File: config.mk
export PLATFORM = sky130hd
export DESIGN_NAME = calculator_expression_lexer
export DESIGN_NICKNAME = d
export VERILOG_FILES = /design/src/design/clex_pkg.sv /design/src/design/calculator_expression_lexer.sv /design/src/design/clex_front.sv /design/src/design/clex_queue.sv /design/src/design/clex_back.sv
export SDC_FILE = /design/constraint.sdc
export NUM_CORES = 1
export LEC_CHECK = 0
export BUFFER_PORTS_ARGS = -buffer_cell sky130_fd_sc_hd__buf_2
export CAP_MARGIN = 20
export CORE_ASPECT_RATIO = 1.1
export CORE_MARGIN = 2
export CORE_UTILIZATION = 50
export DETAILED_ROUTE_END_ITERATION = 6
export PLACE_DENSITY = 0.66
export SLEW_MARGIN = 20
export SYNTH_ARGS = -nofsm -noshare
export SYNTH_HDL_FRONTEND = slang
export SYNTH_SLANG_ARGS = --single-unit
File: constraint.sdc
create_clock -name clk -period 5.2 [get_ports clk]
set_input_delay 0.78 -clock clk [delete_from_list [all_inputs] [get_ports clk]]
set_output_delay 0.78 -clock clk [all_outputs]
set_load 0.005 [all_outputs]
File: src/design/clex_pkg.sv
`timescale 1ns / 1ps
`default_nettype none

package clex_pkg;

    // Longest expression, in characters; positions saturate at the smaller of this and 65535
    localparam int unsigned MAX_LEN   = 65535;
    localparam logic [15:0] POS_LIMIT = 16'((MAX_LEN < 65535) ? MAX_LEN : 65535);

    // Token queue between the front and back parts
    localparam int QDEPTH = 4;
    localparam int QAW    = $clog2(QDEPTH);

    typedef enum logic [3:0] {
        K_LPAREN = 4'd0,
        K_RPAREN = 4'd1,
        K_PLUS   = 4'd2,
        K_MINUS  = 4'd3,
        K_STAR   = 4'd4,
        K_SLASH  = 4'd5,
        K_QUOTE  = 4'd6,
        K_CARET  = 4'd7,
        K_X      = 4'd8,
        K_VAR    = 4'd9,
        K_NUM    = 4'd10,
        K_BAD    = 4'd11,
        K_DOT    = 4'd12,
        K_LONG   = 4'd13
    } kind_t;

    typedef enum logic [3:0] {
        MODE_IDLE = 4'b0001,
        MODE_VAR  = 4'b0010,
        MODE_NUM  = 4'b0100,
        MODE_DOT  = 4'b1000
    } mode_t;

    typedef enum logic [2:0] {
        CC_SPACE  = 3'd0,
        CC_SINGLE = 3'd1,
        CC_ALPHA  = 3'd2,
        CC_DIGIT  = 3'd3,
        CC_DOT    = 3'd4,
        CC_BAD    = 3'd5
    } cclass_t;

    typedef struct packed {
        logic       op;
        logic [7:0] char_code;
    } char_item_t;

    typedef struct packed {
        kind_t       kind;
        logic [15:0] tok_start;
        logic [15:0] tok_end;
        logic        last_of_item;
    } tok_item_t;

    typedef struct packed {
        kind_t       kind;
        logic [15:0] tok_start;
        logic [15:0] tok_end;
    } tok_t;

    // All tokens caused by one request; tok_b is used only when two is set
    typedef struct packed {
        logic two;
        tok_t tok_a;
        tok_t tok_b;
    } pair_t;

    function automatic logic is_alpha(input logic [7:0] c);
        return (c >= 8'h41 && c <= 8'h5A) || (c >= 8'h61 && c <= 8'h7A);
    endfunction

    // Priority order matters: x and X classify as single-character tokens
    function automatic cclass_t char_class(input logic [7:0] c);
        cclass_t cc;
        case (c) inside
            8'h20, [8'h09:8'h0D]:                   cc = CC_SPACE;
            8'h28, 8'h29, 8'h2B, 8'h2D, 8'h2A,
            8'h2F, 8'h27, 8'h5E, 8'h78, 8'h58:      cc = CC_SINGLE;
            [8'h41:8'h5A], [8'h61:8'h7A]:           cc = CC_ALPHA;
            [8'h30:8'h39]:                          cc = CC_DIGIT;
            8'h2E:                                  cc = CC_DOT;
            default:                                cc = CC_BAD;
        endcase
        return cc;
    endfunction

    function automatic kind_t single_kind(input logic [7:0] c);
        kind_t k;
        unique case (c) inside
            8'h28:        k = K_LPAREN;
            8'h29:        k = K_RPAREN;
            8'h2B:        k = K_PLUS;
            8'h2D:        k = K_MINUS;
            8'h2A:        k = K_STAR;
            8'h2F:        k = K_SLASH;
            8'h27:        k = K_QUOTE;
            8'h5E:        k = K_CARET;
            8'h78, 8'h58: k = K_X;
            default:      k = K_BAD;
        endcase
        return k;
    endfunction

endpackage

`default_nettype wire

File: src/design/calculator_expression_lexer.sv
// Expression lexer: cuts a stream of characters into tokens.
//
// Request channel (char_valid / char_ready / char_item): one character per
// request, or an end-of-input marker (op set). Token channel (tok_valid /
// tok_ready / tok_item): kind, start and end positions, and last_of_item on
// the final token caused by a request. A request gives zero, one or two tokens.
//
// The front part takes a request every cycle it has queue room, updates the
// run state at once and pushes the request's tokens as one entry into a
// four-entry queue. The back part holds one entry in its output slot and
// sends its tokens one per cycle while tok_ready is high. The first token of
// a request is registered first in the queue and then in the output slot
// before it appears; a second token follows once the first is taken.
// Throughput is one request per cycle while requests give at most one token
// and tok_ready is high; two-token requests are limited by the one output port.
// When the receiver stalls, the slot holds its token and the queue fills;
// char_ready drops only when the queue is full. After an error the block
// keeps char_ready high and drops every request until reset.
// Reset (rst_n low, asynchronous) clears the run, position, error flag,
// queue and output slot; no token is pending after reset.
`timescale 1ns / 1ps
`default_nettype none

module calculator_expression_lexer (
    input  wire                  clk,
    input  wire                  rst_n,
    input  wire                  char_valid,
    output logic                 char_ready,
    input  clex_pkg::char_item_t char_item,
    output logic                 tok_valid,
    input  wire                  tok_ready,
    output clex_pkg::tok_item_t  tok_item
);
    import clex_pkg::*;

    logic  push;
    pair_t push_pair;
    logic  q_full;
    logic  q_empty;
    logic  pop;
    pair_t head;

    // Classify requests and track the open run
    clex_front u_front (
        .clk        (clk),
        .rst_n      (rst_n),
        .char_valid (char_valid),
        .char_ready (char_ready),
        .char_item  (char_item),
        .q_full     (q_full),
        .push       (push),
        .push_pair  (push_pair)
    );

    // Decouple classification from token delivery
    clex_queue u_queue (
        .clk       (clk),
        .rst_n     (rst_n),
        .push      (push),
        .push_pair (push_pair),
        .full      (q_full),
        .pop       (pop),
        .head      (head),
        .empty     (q_empty)
    );

    // Deliver tokens one per cycle from the registered slot while tok_ready is high
    clex_back u_back (
        .clk       (clk),
        .rst_n     (rst_n),
        .head      (head),
        .empty     (q_empty),
        .pop       (pop),
        .tok_valid (tok_valid),
        .tok_ready (tok_ready),
        .tok_item  (tok_item)
    );

endmodule

`default_nettype wire

File: src/design/clex_front.sv
`timescale 1ns / 1ps
`default_nettype none

module clex_front (
    input  wire                  clk,
    input  wire                  rst_n,
    input  wire                  char_valid,
    output logic                 char_ready,
    input  clex_pkg::char_item_t char_item,
    input  wire                  q_full,
    output logic                 push,
    output clex_pkg::pair_t      push_pair
);
    import clex_pkg::*;

    mode_t       mode_reg,     mode_next;
    logic [15:0] begin_reg,    begin_next;
    logic [15:0] position_reg, position_next;
    logic        failed_reg,   failed_next;

    logic        accept;
    logic        close_v;
    logic        close_dot;
    logic        use_close;
    logic        char_v;
    tok_t        tok_close;
    tok_t        tok_char;
    cclass_t     cc;
    logic [15:0] pos_plus1;
    logic [15:0] begin_plus1;
    logic [7:0]  c;

    // Once failed, swallow requests without touching the queue
    assign char_ready  = failed_reg | ~q_full;
    assign accept      = char_valid & char_ready;
    assign c           = char_item.char_code;
    assign cc          = char_class(c);
    assign pos_plus1   = position_reg + 16'd1;
    assign begin_plus1 = begin_reg + 16'd1;

    // Token that closing the open run would give
    always_comb
    begin
        close_v   = 1'b0;
        close_dot = 1'b0;
        tok_close = '{kind: K_VAR, tok_start: begin_reg, tok_end: position_reg};
        unique case (mode_reg)
            MODE_IDLE: ;
            MODE_VAR:
            begin
                close_v = 1'b1;
            end
            MODE_NUM:
            begin
                close_v        = 1'b1;
                tok_close.kind = K_NUM;
            end
            MODE_DOT:
            begin
                close_v   = 1'b1;
                close_dot = 1'b1;
                tok_close = '{kind: K_DOT, tok_start: begin_reg, tok_end: begin_plus1};
            end
            default: ;
        endcase
    end

    always_comb
    begin
        mode_next     = mode_reg;
        begin_next    = begin_reg;
        position_next = position_reg;
        failed_next   = failed_reg;
        use_close     = 1'b0;
        char_v        = 1'b0;
        tok_char      = '{kind: K_BAD, tok_start: position_reg, tok_end: position_reg};

        if (accept && !failed_reg)
        begin
            if (char_item.op)
            begin
                // end of input: flush the run and start over; a lone dot run sets the error flag
                use_close     = close_v;
                position_next = '0;
                mode_next     = MODE_IDLE;
                failed_next   = close_dot;
            end
            else if (position_reg >= POS_LIMIT)
            begin
                use_close   = close_v;
                mode_next   = MODE_IDLE;
                failed_next = 1'b1;
                if (!close_dot)
                begin
                    char_v        = 1'b1;
                    tok_char.kind = K_LONG;
                end
            end
            else
            begin
                position_next = pos_plus1;
                if (mode_reg == MODE_VAR && is_alpha(c))
                begin
                    // extend letter run
                end
                else if ((mode_reg == MODE_NUM || mode_reg == MODE_DOT) &&
                         (cc == CC_DIGIT || cc == CC_DOT))
                begin
                    mode_next = MODE_NUM;
                end
                else
                begin
                    use_close = close_v;
                    mode_next = MODE_IDLE;
                    if (close_dot)
                    begin
                        failed_next = 1'b1;
                    end
                    else
                    begin
                        unique case (cc)
                            CC_SPACE: ;
                            CC_SINGLE:
                            begin
                                char_v   = 1'b1;
                                tok_char = '{kind: single_kind(c), tok_start: position_reg,
                                             tok_end: pos_plus1};
                            end
                            CC_ALPHA:
                            begin
                                mode_next  = MODE_VAR;
                                begin_next = position_reg;
                            end
                            CC_DIGIT:
                            begin
                                mode_next  = MODE_NUM;
                                begin_next = position_reg;
                            end
                            CC_DOT:
                            begin
                                mode_next  = MODE_DOT;
                                begin_next = position_reg;
                            end
                            default:
                            begin
                                char_v      = 1'b1;
                                failed_next = 1'b1;
                            end
                        endcase
                    end
                end
            end
        end
    end

    assign push            = use_close | char_v;
    assign push_pair.two   = use_close & char_v;
    assign push_pair.tok_a = use_close ? tok_close : tok_char;
    assign push_pair.tok_b = tok_char;

    always_ff @(posedge clk or negedge rst_n)
    begin
        if (!rst_n)
        begin
            mode_reg     <= MODE_IDLE;
            begin_reg    <= '0;
            position_reg <= '0;
            failed_reg   <= 1'b0;
        end
        else
        begin
            mode_reg     <= mode_next;
            begin_reg    <= begin_next;
            position_reg <= position_next;
            failed_reg   <= failed_next;
        end
    end

    a_no_push_failed: assert property (@(posedge clk) disable iff (!rst_n)
        push |-> !failed_reg)
        else $error("token pushed after failure");

    a_failed_frozen: assert property (@(posedge clk) disable iff (!rst_n)
        (accept && failed_reg) |=> ($stable(position_reg) && failed_reg))
        else $error("state moved while failed");

endmodule

`default_nettype wire

File: src/design/clex_queue.sv
`timescale 1ns / 1ps
`default_nettype none

module clex_queue (
    input  wire              clk,
    input  wire              rst_n,
    input  wire              push,
    input  clex_pkg::pair_t  push_pair,
    output logic             full,
    input  wire              pop,
    output clex_pkg::pair_t  head,
    output logic             empty
);
    import clex_pkg::*;

    pair_t          mem_reg [QDEPTH];
    logic [QAW-1:0] wr_ptr_reg, wr_ptr_next;
    logic [QAW-1:0] rd_ptr_reg, rd_ptr_next;
    logic [QAW:0]   count_reg,  count_next;

    assign full  = (count_reg == (QAW+1)'(QDEPTH));
    assign empty = (count_reg == '0);
    assign head  = mem_reg[rd_ptr_reg];

    always_comb
    begin
        wr_ptr_next = push ? wr_ptr_reg + QAW'(1) : wr_ptr_reg;
        rd_ptr_next = pop ? rd_ptr_reg + QAW'(1) : rd_ptr_reg;
        count_next  = count_reg + (QAW+1)'(push) - (QAW+1)'(pop);
    end

    always_ff @(posedge clk)
    begin
        if (push)
        begin
            mem_reg[wr_ptr_reg] <= push_pair;
        end
    end

    always_ff @(posedge clk or negedge rst_n)
    begin
        if (!rst_n)
        begin
            wr_ptr_reg <= '0;
            rd_ptr_reg <= '0;
            count_reg  <= '0;
        end
        else
        begin
            wr_ptr_reg <= wr_ptr_next;
            rd_ptr_reg <= rd_ptr_next;
            count_reg  <= count_next;
        end
    end

    a_no_overflow: assert property (@(posedge clk) disable iff (!rst_n)
        push |-> !full)
        else $error("queue overflow");

    a_no_underflow: assert property (@(posedge clk) disable iff (!rst_n)
        pop |-> !empty)
        else $error("queue underflow");

endmodule

`default_nettype wire

File: src/design/clex_back.sv
`timescale 1ns / 1ps
`default_nettype none

module clex_back (
    input  wire                  clk,
    input  wire                  rst_n,
    input  clex_pkg::pair_t      head,
    input  wire                  empty,
    output logic                 pop,
    output logic                 tok_valid,
    input  wire                  tok_ready,
    output clex_pkg::tok_item_t  tok_item
);
    import clex_pkg::*;

    pair_t slot_reg,       slot_next;
    logic  slot_valid_reg, slot_valid_next;
    logic  sel_reg,        sel_next;

    tok_t  cur;
    logic  last;
    logic  load;

    assign cur       = sel_reg ? slot_reg.tok_b : slot_reg.tok_a;
    assign last      = sel_reg | ~slot_reg.two;
    assign tok_valid = slot_valid_reg;

    assign tok_item.kind         = cur.kind;
    assign tok_item.tok_start    = cur.tok_start;
    assign tok_item.tok_end      = cur.tok_end;
    assign tok_item.last_of_item = last;

    // Refill when the slot is empty or its final token leaves this cycle
    assign load = ~slot_valid_reg | (tok_ready & last);
    assign pop  = load & ~empty;

    always_comb
    begin
        slot_next       = slot_reg;
        slot_valid_next = slot_valid_reg;
        sel_next        = sel_reg;
        if (load)
        begin
            slot_next       = head;
            slot_valid_next = ~empty;
            sel_next        = 1'b0;
        end
        else if (tok_ready)
        begin
            sel_next = 1'b1;
        end
    end

    always_ff @(posedge clk)
    begin
        slot_reg <= slot_next;
    end

    always_ff @(posedge clk or negedge rst_n)
    begin
        if (!rst_n)
        begin
            slot_valid_reg <= 1'b0;
            sel_reg        <= 1'b0;
        end
        else
        begin
            slot_valid_reg <= slot_valid_next;
            sel_reg        <= sel_next;
        end
    end

    a_sel_pair: assert property (@(posedge clk) disable iff (!rst_n)
        (slot_valid_reg && sel_reg) |-> slot_reg.two)
        else $error("second token selected for single-token slot");

endmodule

`default_nettype wire
* Word-level counts from Yosys, hierarchy flattened *
Memory sizes are Yosys's and may differ from the RTL's. A register that Yosys moved wholly into a read port is not among the register bits.
Index checks and enable logic that the tools add are counted.

storage, ports and cells
  register bits = 46
  memory bits (writable) = 292
  input bits = 13
  output and inout bits = 39
  logic and storage cells = 144
  memories kept = 1

memory list
  name             depth  bits a word  rd ports  clocked after Yosys merged registers in  write ports  RTL line          RTL
  u_queue.mem_reg  4      73           1         1                                        1            clex_queue.sv:16  pair_t mem_reg [QDEPTH];

cells by class
  $add $sub $neg = 6
  order comparisons = 9
  eq/ne operators = 24
  muxes and demuxes = 52
  bitwise logic cells = 17
  reductions and logical operators = 26

operators with widths
  operator                 number
  $mux W36                 8
  $eq A8 B6 Y1 const B     9
  $mux W16                 3
  $pmux W4 S9              1
  $add A16 B1 Y16 const B  2
  $mux W32                 1
  $mux W1                  26
  $eq A8 B7 Y1 const B     3
  $mux W4                  6
  $ge A16 B16 Y1 const B   1
  $ge A8 B7 Y1 const B     2
  $le A8 B7 Y1 const B     2
  $mux W3                  5
  $pmux W4 S3              1
  $reduce_or A10 Y1        1
  $not A1 Y1               9
  $ge A8 B4 Y1 const B     1
  $ge A8 B6 Y1 const B     1
  $le A8 B4 Y1 const B     1
  $le A8 B6 Y1 const B     1
  $logic_and A1 B1 Y1      7
  $reduce_and A7 Y1        1
  $eq A3 B2 Y1 const B     2
  $eq A3 B3 Y1 const B     2
  other kinds (23)         38

* Logic depth before layout (Yosys ltp) *
Gate-level depths: netlist (run 1).

  word-level depth = 18
  depth in mapped cells = 12
  depth with buffers taken out = 12

* Cells and area by module *
A second synthesis (run 1) with hierarchy kept.

unflattened totals
  cell total of the unflattened synthesis = 1,007
  area total of the unflattened synthesis = 17,374.2 µm²

by module, submodules not included
  module      times used  cells each  area an instance (µm²)  sequential area each (µm²)
  clex_queue  1           415         10,919.2                8,943.6
  clex_front  1           465         3,557.2                 927.1
  clex_back   1           127         2,897.8                 2,242.2

* Worst setup path before layout (run 1) *
Ideal clock, no wire load.

  path kind = input port to flip-flop
  from = in char_item[0] in the netlist's numbering
  to = mem u_queue.mem_reg[0][0] in the netlist's numbering (enable)
  library setup time = 0.439 ns
  arrival = 3.989 ns
  data required time = 4.761 ns
  slack = 0.772 ns
  stages = 8
  buffers on the path = 1
  cell sequence = clkbuf_1 > nand4bb_1 > or3_1 > o21a_1 > o21ai_0 > nand2_1 > o21ai_2 > and2_1

on the way
  cells in the longest elaborated chain, start to end = 18
  elaborated cells between the ends (all ways) = 56
  those cells by class = order compare: 8; eq/ne: 15; mux: 19; bitwise: 1; reduce/logical: 13

RTL lines
  item                                                               RTL line                           RTL
  from (decl)                                                        calculator_expression_lexer.sv:29  input clex_pkg::char_item_t char_item,
  $ge A8 B6 Y1 (implied by the code) (tied with other cells)         clex_front.sv:37                   assign cc = char_class(c);
  $logic_and A1 B1 Y1 (implied by the code) (tied with other cells)  clex_front.sv:37
  $mux W3 or $reduce_or A2 Y1 (tied branches)                        clex_pkg.sv:79                     case (c) inside
  $mux W3 (3 in a row)                                               clex_pkg.sv:79
  $eq A3 B2 Y1 (tied with other cells)                               clex_front.sv:121                  unique case (cc)
  $reduce_or A4 Y1 (no line)                                         n/a
  $mux W1                                                            clex_front.sv:121
  $mux W1                                                            clex_front.sv:115                  if (close_dot)
  $mux W1                                                            clex_front.sv:106                  else if ((mode_reg == MODE_NUM || mode_reg == MODE_DOT) &&
  $mux W1                                                            clex_front.sv:102                  if (mode_reg == MODE_VAR && is_alpha(c))
  $mux W1                                                            clex_front.sv:88                   else if (position_reg >= POS_LIMIT)
  $mux W1                                                            clex_front.sv:80                   if (char_item.op)
  $mux W1                                                            clex_front.sv:78                   if (accept && !failed_reg)
  $or A1 B1 Y1 (*)                                                   clex_front.sv:156                  assign push = use_close | char_v;
  named net push                                                     calculator_expression_lexer.sv:36  logic push;
  $mux W1 (*)                                                        clex_queue.sv:34                   if (push)
  $mux W1 (implied by the code) (*)                                  clex_queue.sv:36                   mem_reg[wr_ptr_reg] <= push_pair;
  to (decl)                                                          clex_queue.sv:16

Mark *: on every way through the listed nets, which the timed path passes. The rest lies on a longest branch.

==> run_results.csv, run 1 <==
group,metric,value,unit
status,outcome,"completed",
global_routing,track_usage,19.8,%
timing,final.setup_skew,0.0141,ns
cells_and_area,syn2layout_area_growth,12.3,%
synth,postSynthCellCount,999,
timing,rsz0062_at_grt,"false",
synth,synthMuxAreaShare,13.3,%
cells_and_area,largest_reg_flops,292,
clocking,cts_resized,0,
setup_path,cp.required,5.53,ns
timing,period_share,74.6,%
clocking,hold_buffers,0,
synth,postSynthAreaPerCell,17.2,µm²
clocking,htreeDepth,2,
placement,hpwl,21900,µm
setup_path,critPathKind,"reg2reg",
die,core-area,34000,µm²
timing,fmax,0.258,GHz
clocking,worstSkewPairLatency,0.54,ns
timing,setup_viol,0,
placement,placed_cells,1452,
routing,drtIter0Drc,847,
synth,synth_compound_area_share,4.19,%
worst_hold_path,min_path_type,"in2async",
setup_path,worstPathMaxFanout,21,
synth,synth_ff_type,"edfxtp_1",
synth,syn_nets,1021,
clocking,cts.path.max_buffers,3,
timing,period_minus_slack,3.88,ns
placement,gp_congestion,0.909,
synth,synth.top_cell.area_share,63.7,%
cells_and_area,drive_gt1_share,26.7,%
routing,post_drt_wl_per_cell,22.8,µm
cells_and_area,antenna_cells,0,
synth,synth-edff-count,365,
timing,tns,0,ns
clocking,tritoncts,"yes",
clocking,clock_sinks,411,
cells_and_area,fin_cells,1530,
routing,vias,8889,
global_routing,grt_pass1_wl,54000,µm
clocking,ctsRootBufferMaster,"clkbuf_16",
synth,yosysUniqueCellTypes,78,
cells_and_area,fin_area,19300,µm²
die,die_y,199,µm
die,start_util,50.6,%
global_routing,grt_start_max_net_pins,52,
synth,ys_ff_latch,411,
setup_path,worst_setup_path_start_kind,"flip-flop",
setup_path,arrival,4.21,ns
synth,synthSimpleGateAreaFrac,7.22,%
placement,placed_area,18000,µm²
timing,hold_violations,0,
synth,yosys_warnings,0,
timing,slew_viol_final,0,
flow_run,cap_viol_max_count,0,
global_routing,globalRouteOverflowTotal,0,
die,die_w,181,µm
routing,antenna_left,0,
routing,drtPass1Iterations,5,
timing,slew-limit-headroom,26.4,%
power,max-vdd-ir-drop,0.298,mV
placement,numPortBuffers,51,
clocking,path_clk_slew,0.06,ns
synth,synth_top_family_by_area,"multiplexers",
routing,totalWireLength,34900,µm
routing,drc,0,
global_routing,antenna_found_initial,0,
setup_path,end_kind,"flip-flop",
synth,synth-xor-area-share,2.34,%
synth,ys_seq_area_share,70.4,%
cells_and_area,fin_nets,1080,
global_routing,grt_pass1_vias,9126,
timing,holdWs,0.377,ns
synth,synth_area_leaders,"edfxtp_1 64%, mux4_2 9.5%, dfrtp_1 6.5%",
routing,via_per_inst,5.81,
die,fp.dieArea,35900,µm²
die,pin_count,52,
clocking,cts_buffers,42,
synth,synthArstFlopShare,11.2,%
die,rows,71,
power,p_leak,6.61,nW
power,powerDensity,490,nW/µm²
clocking,cts_setup_buffers,0,
timing,tightest_slew,1.10,ns
synth,synthAdderAreaFrac,0.698,%
synth,synth_area_leader_cell,"edfxtp_1",
synth,syn_area,17200,µm²
metrics by stage:
step	worst slack (ns)	total power, mW	utilization (%)
floorplan	0.772	5.98	-
global placement	1.43	6.64	52.8
detailed placement	1.38	6.69	52.8
CTS	1.38	9.61	56.8
global route	1.06	9.93	56.8
finish	1.32	9.47	56.8
cells in the mapped netlist (8+ instances only):
cell,n
mux4_2,73
clkbuf_1,30
a21oi_1,10
mux2_2,43
nor2_1,44
inv_1,20
buf_1,9
dfrtp_1,45
xnor2_1,29
nand2_1,81
nand3_1,20
mux2_4,10
edfxtp_1,365
o21a_1,9
nand4_1,16
xor2_1,17
nor3_1,13
o21ai_0,27
ha_1,8
and3_1,13
layout by cell type (no fill, tap or decap), types with 7 or more instances in the layout:
cell type  synthesis  final
mux4_2            73     73
dfrtp_1           45     42
nor3b_1            7      7
clkbuf_16          0     45
and3_1            13     13
nand2_1           81     80
mux2_4            10     10
clkbuf_1          30     15
inv_1             20     20
nand3_1           20     20
o21ai_0           27     27
nor3_1            13     12
nand4_1           16     16
xnor2_1           29     29
buf_4              3     12
o21a_1             9      9
mux2_2            43     43
buf_2              5     51
nor4b_1            7      7
clkinv_2           0      7
a21oi_1           10     10
edfxtp_1         365    365
nand2b_1           7      7
xor2_1            17     17
ha_1               8      8
nor2_1            44     43
routing by layer:
| layer | vias to the layer above | track usage (%) | wire length, µm |
|---|---|---|---|
| li1 | 4025 | - | - |
| met1 | 4538 | 26.3 | 14500 |
| met2 | 273 | 33.9 | 17700 |
| met3 | 53 | 3.37 | 1860 |
| met4 | 0 | 6.06 | 777 |
| met5 | - | 0 | 0 |
report_power, final:
| group | leakage (nW) | switching [mW] | internal [mW] |
|---|---|---|---|
| Sequential | 4.05 | 0.334 | 4.27 |
| Clock | 0.662 | 1.20 | 1.72 |
| Combinational | 1.90 | 0.970 | 0.980 |
final timing paths:
check | start | to | slack [ns] | depth (start not counted)
setup reg to reg | u_front.position_reg[0]$_DFFE_PN0P_ | u_queue.mem_reg[3][45]$_DFFE_PP_ | 1.32 | 10
max in group asynchronous | rst_n | u_queue.rd_ptr_reg[0]$_DFFE_PN0P_ | 4.29 | 2
setup / recovery | u_front.position_reg[0]$_DFFE_PN0P_ | u_queue.mem_reg[3][45]$_DFFE_PP_ | 1.32 | 10
hold / removal | rst_n | u_queue.count_reg[2]$_DFF_PN0_ | 0.38 | 2
hold reg to reg | u_queue.count_reg[0]$_DFF_PN0_ | u_back.tok_valid$_DFFE_PN0N_ | 0.52 | 2
min in group clk | tok_ready | u_back.sel_reg$_DFFE_PN0P_ | 0.48 | 3
cells by family (layout without fill, tap and decap cells):
| kind of cell | after synthesis | after routing |
|---|---|---|
| DFF | 411 | 411 |
| and+or+nand+nor | 241 | 241 |
| muxes | 127 | 127 |
| AOI/OAI and AO/OA | 93 | 93 |
| buffers and inverters | 72 | 165 |
| xor gates and xnor gates | 46 | 46 |
| adders and majority gates | 9 | 9 |
worst max-delay path, cell delays in order (launching register included):
cell and delay, ns:
dfrtp_1 0.65, ha_1 0.35, nand4_1 0.16, nor4_2 0.21
buf_4 0.26, nor2_1 0.16, a21boi_4 0.20, nor2_2 0.81
buf_4 0.38, o21ai_0 0.14, a221oi_2 0.34
area by class of cell:
class	instances	area (µm²)
timing repair buffer	67	425
clock inverter	16	136
clock buffer	62	1210
fill	2592	14700
multi-input combinational	516	4810
sequential	411	12100
inverter	20	75.1
tap	438	548
No activity file was read; power rests on OpenSTA's default activity.
==> inputs of run 2 (changes only) <==
Settings changed: PLACE_DENSITY 0.66 to 0.69.
Clock period 5.2 ns to 3.15 ns, I/O delays scaled along.
==> run_results.csv, run 2 (synthesized netlist as in run 1, its figures left out) <==
group,metric,value,unit
timing,final.setup_skew,0.0263,ns
routing,drtIter0Drc,756,
power,p_clk_share,30.0,%
global_routing,grt_pass1_wl,54900,µm
die,die_w,181,µm
clocking,cts_setup_buffers,0,
routing,vias,9208,
clocking,cts_buffers,39,
placement,numPortBuffers,51,
cells_and_area,final_common_cell,"edfxtp_1",
power,p_sw_share,26.2,%
routing,antenna_left,0,
power,p_leak,7.02,nW
setup_path,path_cells,"nor4b_1 -> or4_1 -> nor2_1 -> nand2_2 -> nor3b_1 -> buf_4 -> o21ai_2 -> a221oi_1 -> buf_4",
timing,slew-limit-headroom,39.6,%
timing,fmax,0.338,GHz
placement,placed_cells,1524,
power,max-vdd-ir-drop,0.406,mV
worst_hold_path,min_path_type,"in2async",
global_routing,track_usage,20.1,%
timing,period_minus_slack,2.96,ns
setup_path,slowest_stage,"dfstp_2",
cells_and_area,fin_nets,1150,
die,die_y,199,µm
timing,tightest_slew,0.907,ns
clocking,cts_resized,0,
power,p_comb_share,22.4,%
setup_path,cp.required,3.55,ns
setup_path,crit_family,"simple AND/OR/NAND/NOR gates",
clocking,htreeDepth,2,
setup_path,arrival,3.36,ns
power,powerDensity,787,nW/µm²
setup_path,cpPeakStageDelay,0.63,ns
setup_path,critPathKind,"reg2reg",
global_routing,globalRouteOverflowTotal,0,
setup_path,end_kind,"flip-flop",
timing,hold_violations,0,
cells_and_area,antenna_cells,0,
global_routing,grt_pass1_vias,9443,
cells_and_area,fin_cells,1596,
global_routing,grt_start_max_net_pins,50,
die,pin_count,52,
cells_and_area,drive_gt1_share,31.3,%
setup_path,worst_setup_path_start_kind,"flip-flop",
cells_and_area,final_core_util,58.8,%
clocking,worstSkewPairLatency,0.54,ns
clocking,hold_buffers,0,
clocking,clock_sinks,411,
placement,gp_congestion,0.904,
cells_and_area,largest_reg_flops,292,
clocking,path_clk_slew,0.07,ns
cells_and_area,syn2layout_area_growth,16.3,%
routing,drc,0,
clocking,tritoncts,"yes",
routing,post_drt_wl_per_cell,22.0,µm
timing,period_share,94.0,%
power,power,15.7,mW
die,rows,71,
timing,setup_viol,0,
setup_path,worst-path-buf-inv,2,
power,internal_power,11.6,mW
placement,hpwl,22700,µm
timing,rsz0062_at_grt,"false",
timing,slew_viol_final,0,
die,start_util,50.6,%
timing,holdWs,0.0458,ns
die,fp.dieArea,35900,µm²
cells_and_area,final_cell_mix,"365 x edfxtp_1, 80 x nand2_1, 73 x mux4_2",
routing,via_per_inst,5.77,
routing,drtPass1Iterations,7,
setup_path,crit_top_cell,"buf_4",
timing,fin_ws,0.188,ns
die,core-area,34000,µm²
global_routing,antenna_found_initial,0,
power,p_sw,4.13,mW
status,outcome,"completed",
setup_path,worstPathMaxFanout,9,
placement,place_ws,-0.0961,ns
power,p_seq_share,47.7,%
clocking,cts.path.max_buffers,3,
flow_run,cap_viol_max_count,0,
routing,totalWireLength,35100,µm
clocking,ctsRootBufferMaster,"clkbuf_16",
==> run 2: routing by layer <==
| metal | up-vias | global-route usage (%) | wire, µm |
|---|---|---|---|
| met5 | - | 0 | 0 |
| met4 | 0 | 6.06 | 843 |
| met1 | 4725 | 26.5 | 14700 |
| met2 | 257 | 35.3 | 18100 |
| li1 | 4165 | - | - |
| met3 | 61 | 2.62 | 1490 |
==> run 2: path summary, 6_finish.rpt <==
kind	startpoint	end	slack (ns)	cells past startpoint
max in group asynchronous	rst_n	u_front.begin_reg[10]$_DFFE_PN0P_	2.36	2
min in group clk	tok_ready	u_back.sel_reg$_DFFE_PN0P_	0.15	3
min reg2reg	u_queue.count_reg[0]$_DFF_PN0_	u_back.tok_valid$_DFFE_PN0N_	0.53	2
max	u_front.mode_reg[0]$_DFFE_PN1P_	u_queue.mem_reg[3][41]$_DFFE_PP_	0.19	9
max reg2reg	u_front.mode_reg[0]$_DFFE_PN1P_	u_queue.mem_reg[3][41]$_DFFE_PP_	0.19	9
min	rst_n	u_back.tok_valid$_DFFE_PN0N_	0.05	1
==> run 2: cell type report <==
| cell class | instances | area, µm² |
|---|---|---|
| Fill cell | 2501 | 14000 |
| Sequential cell | 411 | 12100 |
| Multi-Input combinational cell | 516 | 4810 |
| Timing Repair Buffer | 140 | 1150 |
| Clock buffer | 51 | 1090 |
| Tap cell | 438 | 548 |
| Clock inverter | 20 | 213 |
| Inverter | 20 | 75.1 |
==> run 2: metrics by stage <==
stage | setup TNS, ns | cell area (µm²)
after floorplan | -51.60 | 17200
after global placement | -0.0185 | 18700
after detailed placement | -0.869 | 18700
after CTS | 0 | 20000
after global routing | 0 | 20000
final | 0 | 20000
==> run 2: power by group through the flow <==
stage | Combinational, mW | Clock (mW) | Sequential, mW
floorplan | 2.50 | 0 | 7.37
global placement | 3.57 | 0 | 7.59
detailed placement | 3.61 | 0 | 7.63
CTS | 3.63 | 4.81 | 7.52
global route | 3.85 | 5.03 | 7.60
finish | 3.52 | 4.72 | 7.51
==> inputs of run 3 (changes only) <==
Settings changed: CORE_MARGIN 2 to default.
==> run_results.csv, run 3 (synthesized netlist as in run 1, its figures left out) <==
group,metric,value,unit
status,outcome,"completed",
setup_path,cpPeakStageDelay,0.57,ns
global_routing,track_usage,20.9,%
cells_and_area,fin_nets,1163,
setup_path,slowest_stage,"or4_1",
cells_and_area,largest_reg_flops,292,
routing,drc,0,
setup_path,worstPathMaxFanout,4,
routing,antenna_left,0,
routing,via_per_inst,5.79,
timing,final.setup_skew,0.0164,ns
clocking,cts_resized,0,
clocking,cts_buffers,40,
clocking,cts.path.max_buffers,3,
clocking,hold_buffers,0,
clocking,htreeDepth,2,
cells_and_area,final_common_cell,"edfxtp_1",
cells_and_area,fin_cells,1604,
die,pin_count,52,
clocking,worstSkewPairLatency,0.55,ns
cells_and_area,final_cell_mix,"365 x edfxtp_1, 84 x buf_4, 80 x nand2_1",
routing,drtIter0Drc,760,
cells_and_area,syn2layout_area_growth,16.6,%
die,die_w,179,µm
clocking,ctsRootBufferMaster,"clkbuf_16",
timing,holdWs,0.0461,ns
timing,rsz0062_at_grt,"false",
global_routing,globalRouteOverflowTotal,0,
worst_hold_path,min_path_type,"in2async",
cells_and_area,drive_gt1_share,32.2,%
timing,setup_viol,0,
setup_path,cp.required,3.45,ns
setup_path,crit_family,"simple AND/OR/NAND/NOR gates",
timing,slew_viol_final,0,
cells_and_area,fillers,2435,
die,fp.dieArea,35200,µm²
timing,hold_violations,0,
setup_path,crit_top_cell,"nor3b_1",
die,core-area,33500,µm²
timing,period_share,91.3,%
power,powerDensity,782,nW/µm²
routing,drtPass1Iterations,6,
placement,hpwl,23300,µm
power,p_leak,7.07,nW
clocking,cts_setup_buffers,0,
power,max-vdd-ir-drop,0.552,mV
routing,vias,9286,
setup_path,worst_setup_path_start_kind,"flip-flop",
timing,period_minus_slack,2.88,ns
placement,gp_congestion,0.942,
timing,fmax,0.348,GHz
timing,slew-limit-headroom,42.7,%
setup_path,critPathKind,"reg2reg",
global_routing,grt_pass1_vias,9348,
timing,tns,0,ns
setup_path,path_cells,"nor3b_1 -> or4_1 -> nor2_1 -> nand2_2 -> buf_4 -> nor3b_1 -> o21ai_0 -> a221oi_2",
global_routing,grt_start_max_net_pins,53,
routing,totalWireLength,34800,µm
placement,placed_cells,1531,
routing,post_drt_wl_per_cell,21.7,µm
setup_path,arrival,3.18,ns
clocking,path_clk_slew,0.06,ns
die,die_y,197,µm
cells_and_area,final_core_util,59.8,%
clocking,clock_sinks,411,
flow_run,cap_viol_max_count,0,
global_routing,grt_pass1_wl,54600,µm
global_routing,antenna_found_initial,0,
timing,tightest_slew,0.860,ns
cells_and_area,antenna_cells,0,
die,rows,70,
setup_path,end_kind,"flip-flop",
clocking,tritoncts,"yes",
placement,numPortBuffers,51,
setup_path,worst-path-buf-inv,1,
die,start_util,51.3,%
-- run 3: area by class of cell --
type                       instances  area (µm²)  share of cell area [%]
inverter                          20        75.1                   0.374
clock inverter                    13         126                   0.630
timing repair buffer             152        1230                    6.11
sequential                       411       12100                    60.4
multi-input combinational        516        4810                    24.0
clock buffer                      60        1170                    5.82
tap                              432         541                    2.69
-- run 3: worst paths after layout --
| path | startpoint | end | slack [ns] | cells past startpoint |
|---|---|---|---|---|
| max | u_queue.count_reg[2]$_DFF_PN0_ | u_queue.mem_reg[2][43]$_DFFE_PP_ | 0.27 | 8 |
| min | rst_n | u_queue.rd_ptr_reg[0]$_DFFE_PN0P_ | 0.05 | 1 |
| max reg2reg | u_queue.count_reg[2]$_DFF_PN0_ | u_queue.mem_reg[2][43]$_DFFE_PP_ | 0.27 | 8 |
| min reg2reg | u_queue.count_reg[0]$_DFF_PN0_ | u_back.tok_valid$_DFFE_PN0N_ | 0.53 | 2 |
| max in group asynchronous | rst_n | u_front.begin_reg[9]$_DFFE_PN0P_ | 2.37 | 2 |
| min in group clk | tok_ready | u_back.sel_reg$_DFFE_PN0P_ | 0.19 | 3 |
-- run 3: where the power goes --
group / switching [mW] / internal (mW) / leakage (nW)
Sequential: 0.488 / 7.04 / 4.05
Clock: 1.93 / 2.74 / 0.634
Combinational: 1.72 / 1.78 / 2.38
-- run 3: stage by stage --
step / cell area, µm² / worst slack [ns] / power (mW)
detailed placement: 18800 / 0.0456 / 11.2
global placement: 18800 / 0.0716 / 11.1
global route: 20100 / 0.148 / 16.4
CTS: 20100 / 0.326 / 15.9
floorplan: 17200 / -0.177 / 9.87
finish: 20100 / 0.275 / 15.7
-- run 3: routing by layer --
metal  wire length [µm]  part of all wire, %  track usage, %  vias to the layer above
li1                   -                    -               -                     4192
met2              17400                   50            34.2                      266
met3               1610                  4.6            3.36                       66
met1              14600                   42            27.9                     4762
met4               1270                  3.6            8.47                        0
met5                  0                    0               0                        -
-- run 3: worst reg2reg max path: cells and delay by family (launching register included) --
| kind | cells | cell delay [ns] |
|---|---|---|
| AO/OA/AOI/OAI | 2 | 0.57 |
| AND/OR/NAND/NOR | 5 | 1.48 |
| buffers and inverters | 1 | 0.18 |
| flip-flops | 1 | 0.42 |
